### src/rtl/core/sdrp_pkg.sv
package sdrp_pkg;

  // response storage
  localparam int MAX_RESPONSE_BYTES = 5;
  localparam int BYTE_IDX_W         = $clog2(MAX_RESPONSE_BYTES);
  localparam int BYTE_COUNT_W       = 3;

  // expected response kinds
  localparam logic [1:0] RESP_R1 = 2'd0;
  localparam logic [1:0] RESP_R2 = 2'd1;
  localparam logic [1:0] RESP_R3 = 2'd2;
  localparam logic [1:0] RESP_R7 = 2'd3;

  // byte masks
  localparam logic [7:0] BUSY_BIT    = 8'h80;
  localparam logic [7:0] R1_ERR_MASK = 8'h7C;
  localparam logic [7:0] R2_ERR_MASK = 8'hBC;
  localparam logic [7:0] NIBBLE_HI   = 8'hF0;
  localparam logic [7:0] NIBBLE_LO   = 8'h0F;

  // response lengths in bytes, r3 and r7 share the long form
  localparam logic [BYTE_COUNT_W-1:0] LEN_SHORT_BYTES = 3'd1;
  localparam logic [BYTE_COUNT_W-1:0] LEN_STATUS_BYTES = 3'd2;
  localparam logic [BYTE_COUNT_W-1:0] LEN_LONG_BYTES  = 3'd5;

  typedef logic [MAX_RESPONSE_BYTES-1:0][7:0] resp_bytes_t;

  typedef struct packed {
    logic        timed_out;
    logic        error;
    logic [7:0]  r1_status;
    logic [7:0]  r2_status;
    logic [31:0] ocr;
    logic [3:0]  cmd_version;
    logic [3:0]  voltage_accepted;
    logic [7:0]  check_pattern;
  } result_t;

  // bytes in a response of the given kind
  function automatic logic [BYTE_COUNT_W-1:0] resp_len(input logic [1:0] kind);
    logic [BYTE_COUNT_W-1:0] len;
    unique case (kind)
      RESP_R1: len = LEN_SHORT_BYTES;
      RESP_R2: len = LEN_STATUS_BYTES;
      RESP_R3: len = LEN_LONG_BYTES;
      RESP_R7: len = LEN_LONG_BYTES;
      default: len = LEN_SHORT_BYTES;
    endcase
    return len;
  endfunction

endpackage

### src/rtl/core/sd_spi_response_parser.sv
// an accepted item is held in the input register, its result in the output register
// throughput: one input item per cycle while results are taken; a waiting result
// stalls the input once the input register holds one item
// reset: synchronous active-high rst clears control state, wait limit returns to 4
// stored response bytes are not reset and are always written before use
module sd_spi_response_parser
  import sdrp_pkg::*;
(
  input  logic        clk,
  input  logic        rst,
  // config channel
  input  logic        cfg_valid,
  output logic        cfg_ready,
  input  logic [7:0]  cfg_data,     // response_wait_limit
  // input items
  input  logic        s_tvalid,
  output logic        s_tready,
  input  logic [7:0]  s_tdata,      // rx_byte
  input  logic [2:0]  s_tuser,      // begin_req, resp_type[1:0]
  // result items
  output logic        m_tvalid,
  input  logic        m_tready,
  output logic [71:0] m_tdata,      // error, r1_status, r2_status, ocr, cmd_version,
                                    // voltage_accepted, check_pattern, zero pad
  output logic        m_tuser       // timed_out
);

  localparam logic [1:0] PH_IDLE    = 2'd0;
  localparam logic [1:0] PH_WAIT    = 2'd1;
  localparam logic [1:0] PH_COLLECT = 2'd2;

  logic [7:0]              limit;
  logic                    in_valid;
  logic                    in_begin;
  logic [1:0]              in_type;
  logic [7:0]              in_byte;
  logic [1:0]              phase, phase_next;
  logic [7:0]              wait_count, wait_count_next;
  logic [BYTE_COUNT_W-1:0] byte_count, byte_count_next;
  logic [1:0]              held_type, held_type_next;
  resp_bytes_t             resp_bytes, merged;
  logic                    wr_en;
  logic [BYTE_IDX_W-1:0]   wr_idx;
  logic                    emit, emit_timeout;
  logic                    advance;
  logic                    out_valid;
  result_t                 out_res, done_res, step_res;
  logic [1:0]              eff_phase;
  logic [7:0]              eff_wait;
  logic [BYTE_COUNT_W-1:0] eff_count, len;
  logic [8:0]              wait_inc;

  // config register
  assign cfg_ready = 1'b1;
  always_ff @(posedge clk) begin
    if (rst) begin
      limit <= 8'd4;
    end else if (cfg_valid && cfg_ready) begin
      limit <= cfg_data;
    end
  end

  // handshake
  assign advance  = in_valid && (!out_valid || m_tready);
  assign s_tready = !in_valid || advance;

  // input register
  always_ff @(posedge clk) begin
    if (rst) begin
      in_valid <= 1'b0;
    end else if (s_tready) begin
      in_valid <= s_tvalid;
    end
  end

  always_ff @(posedge clk) begin
    if (s_tvalid && s_tready) begin
      in_begin <= s_tuser[0];
      in_type  <= s_tuser[2:1];
      in_byte  <= s_tdata;
    end
  end

  // begin restarts the response with this byte
  always_comb begin
    held_type_next = in_begin ? in_type : held_type;
    eff_phase      = in_begin ? PH_WAIT : phase;
    eff_wait       = in_begin ? 8'd0 : wait_count;
    eff_count      = in_begin ? '0 : byte_count;
  end

  assign len      = resp_len(held_type_next);
  assign wait_inc = {1'b0, eff_wait} + 9'd1;

  // parser step
  always_comb begin
    phase_next      = eff_phase;
    wait_count_next = eff_wait;
    byte_count_next = eff_count;
    wr_en           = 1'b0;
    wr_idx          = '0;
    emit            = 1'b0;
    emit_timeout    = 1'b0;
    unique case (eff_phase)
      PH_WAIT: begin
        if ((in_byte & BUSY_BIT) != 8'h00) begin
          if (wait_inc >= {1'b0, limit}) begin
            phase_next      = PH_IDLE;
            wait_count_next = 8'd0;
            emit            = 1'b1;
            emit_timeout    = 1'b1;
          end else begin
            wait_count_next = wait_inc[7:0];
          end
        end else begin
          wr_en           = 1'b1;
          byte_count_next = BYTE_COUNT_W'(1);
          if (BYTE_COUNT_W'(1) >= len) begin
            phase_next = PH_IDLE;
            emit       = 1'b1;
          end else begin
            phase_next = PH_COLLECT;
          end
        end
      end
      PH_COLLECT: begin
        wr_en           = {1'b0, eff_count} < (BYTE_COUNT_W + 1)'(MAX_RESPONSE_BYTES);
        wr_idx          = eff_count[BYTE_IDX_W-1:0];
        byte_count_next = eff_count + BYTE_COUNT_W'(1);
        if (byte_count_next >= len) begin
          phase_next = PH_IDLE;
          emit       = 1'b1;
        end
      end
      default: begin
        phase_next = PH_IDLE;
      end
    endcase
  end

  // stored bytes with this item's byte in place
  always_comb begin
    for (int i = 0; i < MAX_RESPONSE_BYTES; i++) begin
      merged[i] = (wr_en && (wr_idx == BYTE_IDX_W'(i))) ? in_byte : resp_bytes[i];
    end
  end

  sdrp_decode u_decode (
    .bytes     (merged),
    .held_type (held_type_next),
    .res       (done_res)
  );

  // timeout result carries only the two flags
  always_comb begin
    step_res = done_res;
    if (emit_timeout) begin
      step_res           = '0;
      step_res.timed_out = 1'b1;
      step_res.error     = 1'b1;
    end
  end

  // parser state
  always_ff @(posedge clk) begin
    if (rst) begin
      phase      <= PH_IDLE;
      wait_count <= 8'd0;
      byte_count <= '0;
      held_type  <= RESP_R1;
    end else if (advance) begin
      phase      <= phase_next;
      wait_count <= wait_count_next;
      byte_count <= byte_count_next;
      held_type  <= held_type_next;
    end
  end

  // response byte store
  always_ff @(posedge clk) begin
    if (advance && wr_en) begin
      resp_bytes[wr_idx] <= in_byte;
    end
  end

  // output register
  always_ff @(posedge clk) begin
    if (rst) begin
      out_valid <= 1'b0;
    end else if (advance) begin
      out_valid <= emit;
    end else if (m_tready) begin
      out_valid <= 1'b0;
    end
  end

  always_ff @(posedge clk) begin
    if (advance && emit) begin
      out_res <= step_res;
    end
  end

  assign m_tvalid = out_valid;
  assign m_tuser  = out_res.timed_out;
  assign m_tdata  = {7'd0, out_res.check_pattern, out_res.voltage_accepted,
                     out_res.cmd_version, out_res.ocr, out_res.r2_status,
                     out_res.r1_status, out_res.error};

`ifndef SYNTH
  // a new result only appears after an item was processed
  a_out_from_advance: assert property (@(posedge clk) disable iff (rst)
    $rose(out_valid) |-> $past(advance))
    else $error("result appeared without a processed item");

  // timeout result has error set and r1 cleared
  a_timeout_fields: assert property (@(posedge clk) disable iff (rst)
    out_valid && out_res.timed_out |-> out_res.error && (out_res.r1_status == 8'd0))
    else $error("timeout result fields wrong");

  // collecting never runs past the store
  a_count_bound: assert property (@(posedge clk) disable iff (rst)
    phase == PH_COLLECT |-> {1'b0, byte_count} < (BYTE_COUNT_W + 1)'(MAX_RESPONSE_BYTES))
    else $error("byte count beyond response length");

  // a stalled result is not overwritten
  a_hold_result: assert property (@(posedge clk) disable iff (rst)
    out_valid && !m_tready |=> out_valid && $stable(out_res))
    else $error("pending result lost");

  // a finished response leaves the parser idle
  a_idle_after_emit: assert property (@(posedge clk) disable iff (rst)
    advance && emit |=> phase == PH_IDLE)
    else $error("parser not idle after result");
`endif

endmodule

### src/rtl/core/sdrp_decode.sv
module sdrp_decode
  import sdrp_pkg::*;
(
  input  resp_bytes_t bytes,
  input  logic [1:0]  held_type,
  output result_t     res
);

  logic r1_err;

  assign r1_err = (bytes[0] & R1_ERR_MASK) != 8'h00;

  // field extraction for a completed response
  always_comb begin
    res           = '0;
    res.r1_status = bytes[0];
    res.error     = r1_err;
    unique case (held_type)
      RESP_R2: begin
        res.r2_status = bytes[1];
        if ((bytes[1] & R2_ERR_MASK) != 8'h00) res.error = 1'b1;
      end
      RESP_R3: begin
        if (!r1_err) res.ocr = {bytes[1], bytes[2], bytes[3], bytes[4]};
      end
      RESP_R7: begin
        if (!r1_err) begin
          res.cmd_version      = 4'((bytes[1] & NIBBLE_HI) >> 4);
          res.voltage_accepted = 4'(bytes[3] & NIBBLE_LO);
          res.check_pattern    = bytes[4];
        end
      end
      default: ;
    endcase
  end

endmodule

### config.mk
export PLATFORM = sky130hd
export DESIGN_NAME = sd_spi_response_parser
export DESIGN_NICKNAME = d
export VERILOG_FILES = /design/src/rtl/core/sdrp_pkg.sv /design/src/rtl/core/sd_spi_response_parser.sv /design/src/rtl/core/sdrp_decode.sv
export SDC_FILE = /design/constraint.sdc
export NUM_CORES = 1
export LEC_CHECK = 0
export ABC_AREA = 0
export ABC_CLOCK_PERIOD_IN_PS = 10500
export BUFFER_PORTS_ARGS = -buffer_cell sky130_fd_sc_hd__buf_2
export CORE_MARGIN = 1
export CORE_UTILIZATION = 57
export CTS_CLUSTER_DIAMETER = 200
export CTS_CLUSTER_SIZE = 16
export DETAILED_ROUTE_END_ITERATION = 10
export MAX_ROUTING_LAYER = met4
export PLACE_DENSITY = 0.8
export SLEW_MARGIN = 10
export SYNTH_ARGS = -nofsm -noshare
export SYNTH_HDL_FRONTEND = slang
export SYNTH_SLANG_ARGS = --single-unit
export TNS_END_PERCENT = 100
### constraint.sdc
create_clock -name clk -period 10.5 [get_ports clk]
set_input_delay 2.1 -clock clk [delete_from_list [all_inputs] [get_ports clk]]
set_output_delay 2.1 -clock clk [all_outputs]
set_load 0.01 [all_outputs]
==> flow_summary_export.csv, run 1 <==
group,metric,value,unit
power,p_total,0.00130,W
synth,synthTopCellsByArea,"edfxtp_1 (55%), dfxtp_1 (7.8%), mux2i_1 (7.8%)",
synth,syn-cell-area,6430,µm²
worst_setup_path,cp_slowest_stage_delay,0.19,ns
cells_and_area,regArea,4010,µm²
cells_and_area,final_core_util,68.9,%
clocking,cts_num_sinks,142,
sta,worst_clock_skew,0.0123,ns
detailed_routing,avgRoutedWirePerCell,17.4,µm
clocking,insertion_delay,0.41,ns
die,row_count,38,
synth,synth-compound-area-share,5.95,%
global_routing,track_usage,23.2,%
clocking,cts_hold_buf,0,
global_routing,use_met1,28.8,%
worst_setup_path,crit_top_cell,"buf_2",
worst_setup_path,worstPathMaxFanout,3,
synth,yosysTopAreaCell,"edfxtp_1",
synth,ys.flop_type,"edfxtp_1",
synth,synth_xor_area_share,0.953,%
synth,synth.area.mux_share,7.78,%
sta,fin_hold_ws,0.494,ns
clocking,cts_tree,"built",
synth,ys_warn_count,0,
die,start_util,58.8,%
min_path,min_path_type,"flop to flop",
sta,setup_viol,0,
worst_setup_path,end_kind,"primary output",
power,p_per_area,173,nW/µm²
placed_design,dp_cells,687,
synth,synth_simple_gate_area_share,15.2,%
detailed_routing,dr.pass1.iters,4,
cells_and_area,antennaDiodeCount,0,
global_routing,grt_first_pass_wirelength,19600,µm
worst_setup_path,path_cells,"buf_2 -> nor2b_1 -> nand2_1 -> buf_2",
worst_setup_path,start_kind,"input port",
global_routing,use_met2,36.1,%
cells_and_area,final_nets,605,
worst_setup_path,slowest_stage,"nor2b_1",
synth,synth-seq-area-share,62.4,%
detailed_routing,dr_total_vias,4157,
sta,min_period,4.73,ns
clocking,root_buffer,"clkbuf_16",
cells_and_area,area_delta_synth_final,17.1,%
die,die_area,11700,µm²
detailed_routing,first_iter_violations,256,
cells_and_area,multi_input_area,2170,µm²
sta,fin_setup_tns,0,ns
global_routing,first_global_vias,3959,
clocking,cts_buffers,17,
global_routing,top_usage_layer,"met2",
synth,syn_area_per_cell,13.3,µm²
detailed_routing,routed_wl,12500,µm
worst_setup_path,rrSetupSlack,6.31,ns
placed_design,hpwlAfterDp,7910,µm
synth,synth-seq-cells,142,
sta,max_freq,211,MHz
clocking,clockBufferDepth,2,
synth,synth_top_area_share,54.6,%
detailed_routing,drc,0,
flow_run,cap_violations,0,
global_routing,overflow,0,
die,core_area,10900,µm²
global_routing,antenna_found_initial,0,
sta,slew_violations,0,
global_routing,use_met3,6.21,%
cells_and_area,fill_cells,765,
cells_and_area,finalNonFillerCells,719,
clocking,h-tree-depth,4,
power,p_leak,2.81,nW
synth,synth_edf_count,117,
detailed_routing,vias_per_cell,5.78,
clocking,clkTransAtPathRegs,0.06,ns
clocking,cts_setup_buffers,0,
detailed_routing,ant_nets,0,
synth,syn_inst,484,
die,die_y,108,µm
synth,async_flop_share,0,%
clocking,cts_resized,0,
sta,rsz0062_at_grt,"false",
sta,slew-limit-headroom,24.6,%
worst_setup_path,required,8.40,ns
sta,tightest_slew,1.13,ns
global_routing,grt_max_degree,67,
power,ir_drop,0.118,mV
worst_setup_path,critPathKind,"input port to primary output",
cells_and_area,drive_gt1_share,26.9,%
worst_setup_path,arrival,2.63,ns
synth,synth_fa_ha_area_share,2.92,%
die,io_pins,100,
placed_design,gp_congestion,0.877,
synth,synth_cell_type_count,56,
sta,hold_viol,0,
die,die_width,108,µm
outcome,status,"completed",
sta,min_period_over_period,45.1,%
synth,synth_top_family_by_area,"simple AND/OR/NAND/NOR gates",
placed_design,port_buffers,91,
cells in the mapped netlist, drive strengths merged, types with 2 or more instances:
cell type and number:
a211oi 5, a21oi 9, a22o 6, a311oi 3, a32o 3, and2 5
and2b 2, and3 4, buf 21, clkbuf 17, conb 2, dfxtp 25
edfxtp 117, ha 15, inv 20, mux2i 50, nand2 13, nand2b 7
nand3 9, nand4b 2, nor2 44, nor2b 8, nor3 5, nor4 48
o211ai 3, o21ai 10, o32ai 2, or2 4, or4 3, xnor2 4
xor2 3
metal layers:
metal  wire length [µm]  share of wire [%]  up-vias
li1                   -                  -     1983
met1               5480                 44     1978
met2               5980                 48      178
met3                825                6.6       18
met4                250                2.0        0
met5                  0                  0        -
registers in the layout, summed over array words and instances, names as in the netlist, 2 cells and up:
signal / flops
byte_count: 3
held_type: 2
in_byte: 8
in_type: 2
limit: 8
m_tdata: 65
phase: 2
resp_bytes: 40
wait_count: 8
worst max-delay path, delay by kind of cell:
kind                   cells  cell delay, ns
and+or+nand+nor            2            0.28
buffers and inverters      2            0.25
power by group:
group,total (W),internal [W],switching (W)
logic,0.0000511,0.0000182,0.0000329
clock network,0.000625,0.000397,0.000228
registers,0.000628,0.000615,0.0000122
total,0.00130,0.00103,0.000274
layout by cell type (no fill, tap or decap), drive strengths merged, types with 2 or more instances in the layout:
cell type / n
a311oi: 3
nor4: 48
xnor2: 4
conb: 8
nand2: 13
o32ai: 2
bufinv: 4
or4: 3
or2: 4
nor2: 44
o21ai: 10
clkbuf: 17
a22o: 6
a32o: 3
mux2i: 50
inv: 22
clkinv: 8
nand3: 9
and3: 4
a211oi: 5
and2: 5
nor2b: 8
edfxtp: 117
buf: 95
ha: 15
dfxtp: 25
and2b: 2
xor2: 3
nor3: 5
nand4b: 2
o211ai: 3
a21oi: 9
nand2b: 7
final cells by class:
class                   count  share of cell area, %
flip-flops and latches    142                   53.3
well taps                 140                   2.32
clock buffers              17                   5.65
repair buffers             95                   6.44
multi-input cells         290                   28.8
inverters                  20                  0.996
clock inverters            15                   2.57
cells by family after synthesis:
| group | after synthesis |
|---|---|
| simple gates | 159 |
| flops | 142 |
| compound gates | 51 |
| mux | 50 |
| fa+ha+maj | 15 |
| xor+xnor | 7 |
| buf+inv | 58 |
| other cells | 2 |
stage by stage:
stage | setup WS, ns | area (µm²)
floorplan | 2.63 | 6460
global placement | 5.81 | 6920
detailed placement | 5.78 | 6920
CTS | 5.78 | 7540
global route | 5.71 | 7540
finish | 5.77 | 7540
final timing paths:
path                                             from                         to  cells past startpoint
worst max-delay path                         m_tready                   s_tready                      4
worst min-delay path            limit[6]$_SDFFE_PP0P_      limit[6]$_SDFFE_PP0P_                      2
worst max register to register     in_begin$_DFFE_PP_  m_tdata[22]$_SDFFCE_PP0P_                     12
worst min register to register  limit[6]$_SDFFE_PP0P_      limit[6]$_SDFFE_PP0P_                      2
(Power assumes the default switching activity.)
==> inputs of run 2 (changes only) <==
Settings changed: ABC_AREA 0 to 1, ABC_CLOCK_PERIOD_IN_PS 10500 to 3900, CORE_UTILIZATION 57 to 51, PLACE_DENSITY 0.8 to 0.76.
Clock period 10.5 ns to 3.9 ns, I/O delays scaled along.
==> run 2 against run 1 <==
  * Register-to-register slack worse by 5.9 ns
  * Non-clock buffer count increased by 3
  * Worst hold slack got worse by 0.025 ns
  * First-iteration DRC count rose by 36%
  * Design area shrank 1.4%
  * Sequential power increased to 2.7 times the previous value
  * Total power increased to 2.6 times the previous value
  * Combinational power grew to 4.2 times the previous value
  * Critical path depth increased by 13
  * Global-route usage shrank 2.0 points
  * Via count grew 6.2%
  * Synthesized cell count rose by 21%
  * Largest power group unchanged
  * Highest routed layer unchanged
==> flow_summary_export.csv, run 2 <==
group,metric,value,unit
global_routing,grt_max_degree,49,
global_routing,track_usage,21.2,%
synth,synth-seq-area-share,63.7,%
synth,synth-seq-cells,142,
worst_setup_path,cp_slowest_stage_delay,0.52,ns
clocking,h-tree-depth,4,
power,p_sw_share,22.8,%
synth,ys_warn_count,0,
power,clkPwrFrac,43.0,%
worst_setup_path,start_kind,"flop",
detailed_routing,avgRoutedWirePerCell,15.0,µm
detailed_routing,routed_wl,12700,µm
global_routing,overflow,0,
synth,syn_area_per_cell,10.8,µm²
synth,yosysTopAreaCell,"edfxtp_1",
min_path,hold_end,"phase[0]$_SDFFE_PP0P_",
sta,worst_clock_skew,0.00927,ns
synth,synthTopCellsByArea,"edfxtp_1 (56%), dfxtp_1 (7.9%), nand2_1 (4.6%)",
flow_run,cap_violations,0,
worst_setup_path,end_kind,"flop",
synth,yosysMostFrequentCell,"edfxtp_1",
die,row_count,40,
power,pwr-share-seq,50.7,%
sta,min_period_over_period,90.7,%
global_routing,first_global_vias,4051,
placed_design,port_buffers,91,
worst_setup_path,r2r_cells,17,
clocking,cts_num_sinks,142,
sta,slew-limit-headroom,12.4,%
synth,ys.flop_type,"edfxtp_1",
synth,synth_cell_type_count,35,
die,die_area,12800,µm²
placed_design,pre_cts_ws,0.245,ns
detailed_routing,drc,0,
worst_setup_path,path_delay_family,"simple AND/OR/NAND/NOR gates",
die,io_pins,100,
min_path,min_path_cells,2,
detailed_routing,first_iter_violations,347,
detailed_routing,ant_nets,0,
worst_setup_path,rrSetupSlack,0.36,ns
cells_and_area,final_cell_mix,"edfxtp_1 (117), buf_2 (91), nand2_1 (76)",
power,p_leak,2.92,nW
detailed_routing,dr_total_vias,4414,
power,p_int,0.00261,W
cells_and_area,drive_gt1_share,25.9,%
worst_setup_path,reg2reg_from,"in_begin$_DFFE_PP_",
power,p_sw,0.000770,W
outcome,status,"completed",
sta,slew_violations,0,
clocking,cts_hold_buf,0,
worst_setup_path,slowest_stage,"edfxtp_1",
synth,synth_edf_count,117,
sta,fin_ws,0.361,ns
clocking,insertion_delay,0.42,ns
clocking,root_buffer,"clkbuf_16",
placed_design,gp_congestion,0.899,
sta,tightest_slew,1.30,ns
synth,yosys-top-cells-count,"edfxtp_1 (117), nand2_1 (77), nor2_1 (70), inv_1 (69), a21oi_1 (48)",
sta,hold_viol,0,
clocking,cts_buffers,17,
cells_and_area,final_core_util,61.8,%
worst_setup_path,arrival,3.64,ns
worst_setup_path,crit_top_cell,"nand2_1",
power,p_per_area,455,nW/µm²
worst_setup_path,critPathKind,"flop to flop",
clocking,cts_tree,"built",
global_routing,grt_first_pass_wirelength,19800,µm
sta,min_period,3.54,ns
synth,syn-cell-area,6300,µm²
clocking,clockBufferDepth,2,
die,die_width,113,µm
cells_and_area,area_delta_synth_final,17.8,%
sta,setup_viol,0,
synth,synth_top_area_share,55.7,%
cells_and_area,antennaDiodeCount,0,
worst_setup_path,required,4.00,ns
cells_and_area,final_nets,723,
power,pwr-share-comb,6.3,%
worst_setup_path,crit_buf_inv,4,
die,die_y,113,µm
min_path,min_path_type,"flop to flop",
power,ir_drop,0.299,mV
cells_and_area,final_common_cell,"edfxtp_1",
synth,async_flop_share,0,%
worst_setup_path,worstPathMaxFanout,18,
sta,max_freq,283,MHz
worst_setup_path,path_cells,"inv_2 -> nand2_1 -> nor3_2 -> nand4_1 -> nor2_1 -> xnor2_1 -> inv_1 -> ha_1 -> nand4_1 -> o21bai_1 -> nor2_1 -> nand2_1 -> nand2_2 -> nand3_1 -> nand2_1 -> clkinvlp_4 -> buf_4",
detailed_routing,dr.pass1.iters,5,
clocking,clkTransAtPathRegs,0.06,ns
placed_design,hpwlAfterDp,8770,µm
min_path,hold_start,"phase[0]$_SDFFE_PP0P_",
die,core_area,12000,µm²
global_routing,antenna_found_initial,0,
worst_setup_path,r2r-end,"m_tdata[1]$_SDFFCE_PP0P_",
cells_and_area,largest_reg_flops,65,
die,start_util,52.5,%
synth,syn_inst,586,
detailed_routing,vias_per_cell,5.24,
[run 2: cell count changes after synthesis, moves of 7 or more]
cell,change
nand2_1,+64
nor4_1,-28
a21oi_1,+40
nor4_2,-20
clkbuf_1,-7
inv_1,+50
nor2b_1,-8
nor2_2,+31
mux2i_1,-50
nand4_1,+7
nor2_1,+26
o21ai_0,+36
[run 2: metrics by stage]
step | hold WS [ns] | instances | setup TNS, ns | power (W) | area, µm²
6_report | 0.469 | 843 | 0 | 0.00338 | 7430
5_1_grt | 0.485 | 843 | -0.000778 | 0.00350 | 7430
4_1_cts | 0.470 | 842 | 0 | 0.00340 | 7400
3_5_place_dp | 0.462 | 811 | 0 | 0.00195 | 6870
3_3_place_gp | 0.456 | 811 | 0 | 0.00194 | 6870
2_1_floorplan | 0.440 | 592 | 0 | 0.00188 | 6330
[run 2: cell type report]
type	instances	area, µm²
sequential	142	4010
clock inverter	12	98.8
tap	147	184
inverter	74	282
fill	958	4580
multi-input combinational	351	1900
timing repair buffer	98	520
clock buffer	19	433
[run 2: kinds of logic (layout without fill, tap and decap cells)]
family          Yosys count  count (layout)  synth area share, %
simple gates            216             217                 16.6
flops                   142             142                 63.7
fa+ha+maj                15              15                 2.98
buf+inv                 100             203                 7.07
xor+xnor                  6               6                0.834
other cells               2               8                0.119
compound gates          105             105                 8.77
[run 2: power groups by stage]
stage               Sequential (W)  Clock [W]  Combinational, W
global route               0.00172    0.00154          0.000240
global placement           0.00174          0          0.000201
floorplan                  0.00174          0          0.000144
detailed placement         0.00174          0          0.000206
CTS                        0.00171    0.00148          0.000208
finish                     0.00171    0.00145          0.000214
[run 2: worst min-delay path: stages (launching register included)]
cell and delay [ns]:
dfxtp_1 0.31, nand2_1 0.06, a21oi_1 0.05
[run 2: per-layer routing]
layer  vias up  share of wire (%)  track usage, %
li1       2155                  -               -
met1      2054                 43            25.4
met5         -                  0               -
met2       174                 48            33.2
met3        31                6.6            4.66
met4         0                3.2            12.8
[run 2: worst max-delay path by stage]
stage | start | end | slack, ns | cells past startpoint
after CTS | in_begin$_DFFE_PP_ | m_tdata[48]$_SDFFCE_PP0P_ | 0.22 | 15
after detailed placement | in_begin$_DFFE_PP_ | m_tdata[48]$_SDFFCE_PP0P_ | 0.24 | 15
final | in_begin$_DFFE_PP_ | m_tdata[1]$_SDFFCE_PP0P_ | 0.36 | 17
after global placement | in_begin$_DFFE_PP_ | m_tdata[48]$_SDFFCE_PP0P_ | 0.41 | 15
after global routing | in_begin$_DFFE_PP_ | m_tdata[8]$_SDFFCE_PP0P_ | -0.0003 | 17
after floorplan | in_begin$_DFFE_PP_ | m_tdata[0]$_SDFFCE_PP1P_ | 0.004 | 18
[run 2: repair_timing]
action,CTS,global route
gates resized for setup,0,2
setup buffers,0,0
hold endpoints to repair,0,0
endpoints found under the setup margin,0,98
==> inputs of run 3 (changes only) <==
Settings changed: RECOVER_POWER set to 50.
==> run 3 against run 2 <==
  * Maximum frequency is 0.38% lower
  * Sequential power hardly changed
  * Total power is essentially flat
  * Clock power is essentially flat
==> flow_summary_export.csv, run 3 (synthesis gave the netlist of run 2 again) <==
group,metric,value,unit
detailed_routing,avgRoutedWirePerCell,15.1,µm
cells_and_area,regArea,4010,µm²
clocking,insertion_delay,0.42,ns
cells_and_area,final_nets,723,
die,die_width,113,µm
die,io_pins,100,
detailed_routing,first_iter_violations,348,
die,die_y,113,µm
sta,setup_viol,0,
min_path,hold_end,"phase[0]$_SDFFE_PP0P_",
global_routing,grt_max_degree,49,
min_path,min_path_type,"flop to flop",
clocking,cts_setup_buffers,0,
power,p_leak,2.80,nW
die,die_area,12800,µm²
sta,fin_setup_tns,0,ns
worst_setup_path,arrival,3.65,ns
clocking,cts_tree,"built",
sta,slew_violations,0,
outcome,status,"completed",
worst_setup_path,r2r-end,"m_tdata[1]$_SDFFCE_PP0P_",
worst_setup_path,r2r_cells,17,
clocking,h-tree-depth,4,
detailed_routing,ant_nets,0,
global_routing,track_usage,21.2,%
power,p_total,0.00338,W
detailed_routing,dr_total_vias,4405,
cells_and_area,fill_cells,996,
placed_design,port_buffers,91,
placed_design,hpwlAfterDp,8770,µm
global_routing,grt_first_pass_wirelength,19800,µm
worst_setup_path,reg2reg_from,"in_begin$_DFFE_PP_",
sta,min_period_over_period,91.1,%
detailed_routing,dr.pass1.iters,5,
power,p_sw,0.000771,W
global_routing,overflow,0,
worst_setup_path,path_cells,"inv_2 -> nand2_1 -> nor3_2 -> nand4_1 -> nor2_1 -> xnor2_1 -> inv_1 -> ha_1 -> nand4_1 -> o21bai_1 -> nor2_1 -> nand2_1 -> nand2_2 -> nand3_1 -> nand2_1 -> clkinvlp_4 -> buf_4",
sta,tightest_slew,1.25,ns
clocking,clkTransAtPathRegs,0.06,ns
sta,max_freq,281,MHz
worst_setup_path,end_kind,"flop",
cells_and_area,final_core_util,61.0,%
die,core_area,12000,µm²
cells_and_area,finalNonFillerCells,843,
worst_setup_path,rrSetupSlack,0.35,ns
global_routing,first_global_vias,4051,
clocking,clockBufferDepth,2,
cells_and_area,largest_reg_flops,65,
sta,slew-limit-headroom,16.0,%
cells_and_area,area_delta_synth_final,16.3,%
sta,worst_clock_skew,0.00874,ns
die,start_util,52.5,%
clocking,cts_buffers,17,
global_routing,antenna_found_initial,0,
sta,min_period,3.55,ns
placed_design,pre_cts_ws,0.245,ns
clocking,cts_num_sinks,142,
power,pwr-share-comb,6.2,%
placed_design,dp_cells,811,
cells_and_area,multi_input_area,1890,µm²
cells_and_area,final_cell_mix,"edfxtp_1 (117), nand2_1 (76), clkbuf_1 (74)",
power,ir_drop,0.297,mV
flow_run,cap_violations,0,
die,row_count,40,
worst_setup_path,crit_top_cell,"nand2_1",
power,clkPwrFrac,43.1,%
worst_setup_path,slowest_stage,"edfxtp_1",
detailed_routing,drc,0,
worst_setup_path,start_kind,"flop",
cells_and_area,drive_gt1_share,15.2,%
power,p_per_area,461,nW/µm²
power,pwr-share-seq,50.7,%
worst_setup_path,critPathKind,"flop to flop",
sta,fin_ws,0.347,ns
power,p_sw_share,22.8,%
min_path,min_path_cells,2,
worst_setup_path,worstPathMaxFanout,18,
detailed_routing,vias_per_cell,5.23,
worst_setup_path,required,4.00,ns
clocking,root_buffer,"clkbuf_16",
worst_setup_path,cp_slowest_stage_delay,0.52,ns
cells_and_area,final_common_cell,"edfxtp_1",
detailed_routing,routed_wl,12800,µm
min_path,hold_start,"phase[0]$_SDFFE_PP0P_",
cells_and_area,antennaDiodeCount,0,
power,p_int,0.00261,W
placed_design,gp_congestion,0.899,
sta,hold_viol,0,
==> run 3: cell types whose count changed in the layout (fill, tap and decap cells not counted), sizes merged <==
cell	delta
buf	-72
clkbuf	+72
==> run 3: worst max-delay path by stage <==
stage / startpoint / to / slack [ns] / depth (start not counted)
2_1_floorplan: in_begin$_DFFE_PP_ / m_tdata[0]$_SDFFCE_PP1P_ / 0.004 / 18
3_3_place_gp: in_begin$_DFFE_PP_ / m_tdata[48]$_SDFFCE_PP0P_ / 0.41 / 15
3_5_place_dp: in_begin$_DFFE_PP_ / m_tdata[48]$_SDFFCE_PP0P_ / 0.24 / 15
4_1_cts: in_begin$_DFFE_PP_ / m_tdata[48]$_SDFFCE_PP0P_ / 0.22 / 15
5_1_grt: in_begin$_DFFE_PP_ / m_tdata[8]$_SDFFCE_PP0P_ / -0.0003 / 17
6_report: in_begin$_DFFE_PP_ / m_tdata[1]$_SDFFCE_PP0P_ / 0.35 / 17
==> run 3: through the flow <==
| step | instance area, µm² | hold WS (ns) |
|---|---|---|
| floorplan | 6330 | 0.440 |
| global placement | 6870 | 0.456 |
| detailed placement | 6870 | 0.462 |
| CTS | 7400 | 0.470 |
| global route | 7330 | 0.485 |
| finish | 7330 | 0.469 |
==> run 3: layout make-up <==
class                           count  area share, %
Sequential cell                   142           54.8
Timing Repair Buffer               98           5.81
Tap cell                          147           2.51
Clock buffer                       19           5.91
Multi-Input combinational cell    351           25.8
Clock inverter                     12           1.35
Inverter                           74           3.84
==> run 3: layer usage <==
metal / vias to the layer above / GRT usage (%) / part of all wire, %
met3: 33 / 4.66 / 6.3
li1: 2159 / - / -
met1: 2045 / 25.4 / 43
met5: - / - / 0
met2: 168 / 33.2 / 47
met4: 0 / 12.8 / 3.4
==> run 3: power groups by stage <==
| stage | clock network, W | logic, W | registers (W) |
|---|---|---|---|
| 6_report | 0.00145 | 0.000209 | 0.00171 |
| 5_1_grt | 0.00154 | 0.000236 | 0.00172 |
| 4_1_cts | 0.00148 | 0.000208 | 0.00171 |
| 3_5_place_dp | 0 | 0.000206 | 0.00174 |
| 3_3_place_gp | 0 | 0.000201 | 0.00174 |
| 2_1_floorplan | 0 | 0.000144 | 0.00174 |
==> run 3: worst max-delay path, delay by kind of cell, from the launching register on <==
| kind | cells | cell delay, ns |
|---|---|---|
| AND/OR/NAND/NOR | 10 | 1.40 |
| buffers and inverters | 4 | 0.72 |
| flip-flops | 1 | 0.52 |
| adder cells (fa/ha/maj) | 1 | 0.30 |
| AO/OA/AOI/OAI | 1 | 0.15 |
| XOR/XNOR | 1 | 0.13 |
==> run 3: repair_timing <==
item	4_1_cts	5_1_grt
hold buffers	0	0
gates resized for setup	0	2
endpoints found under the setup margin	0	98
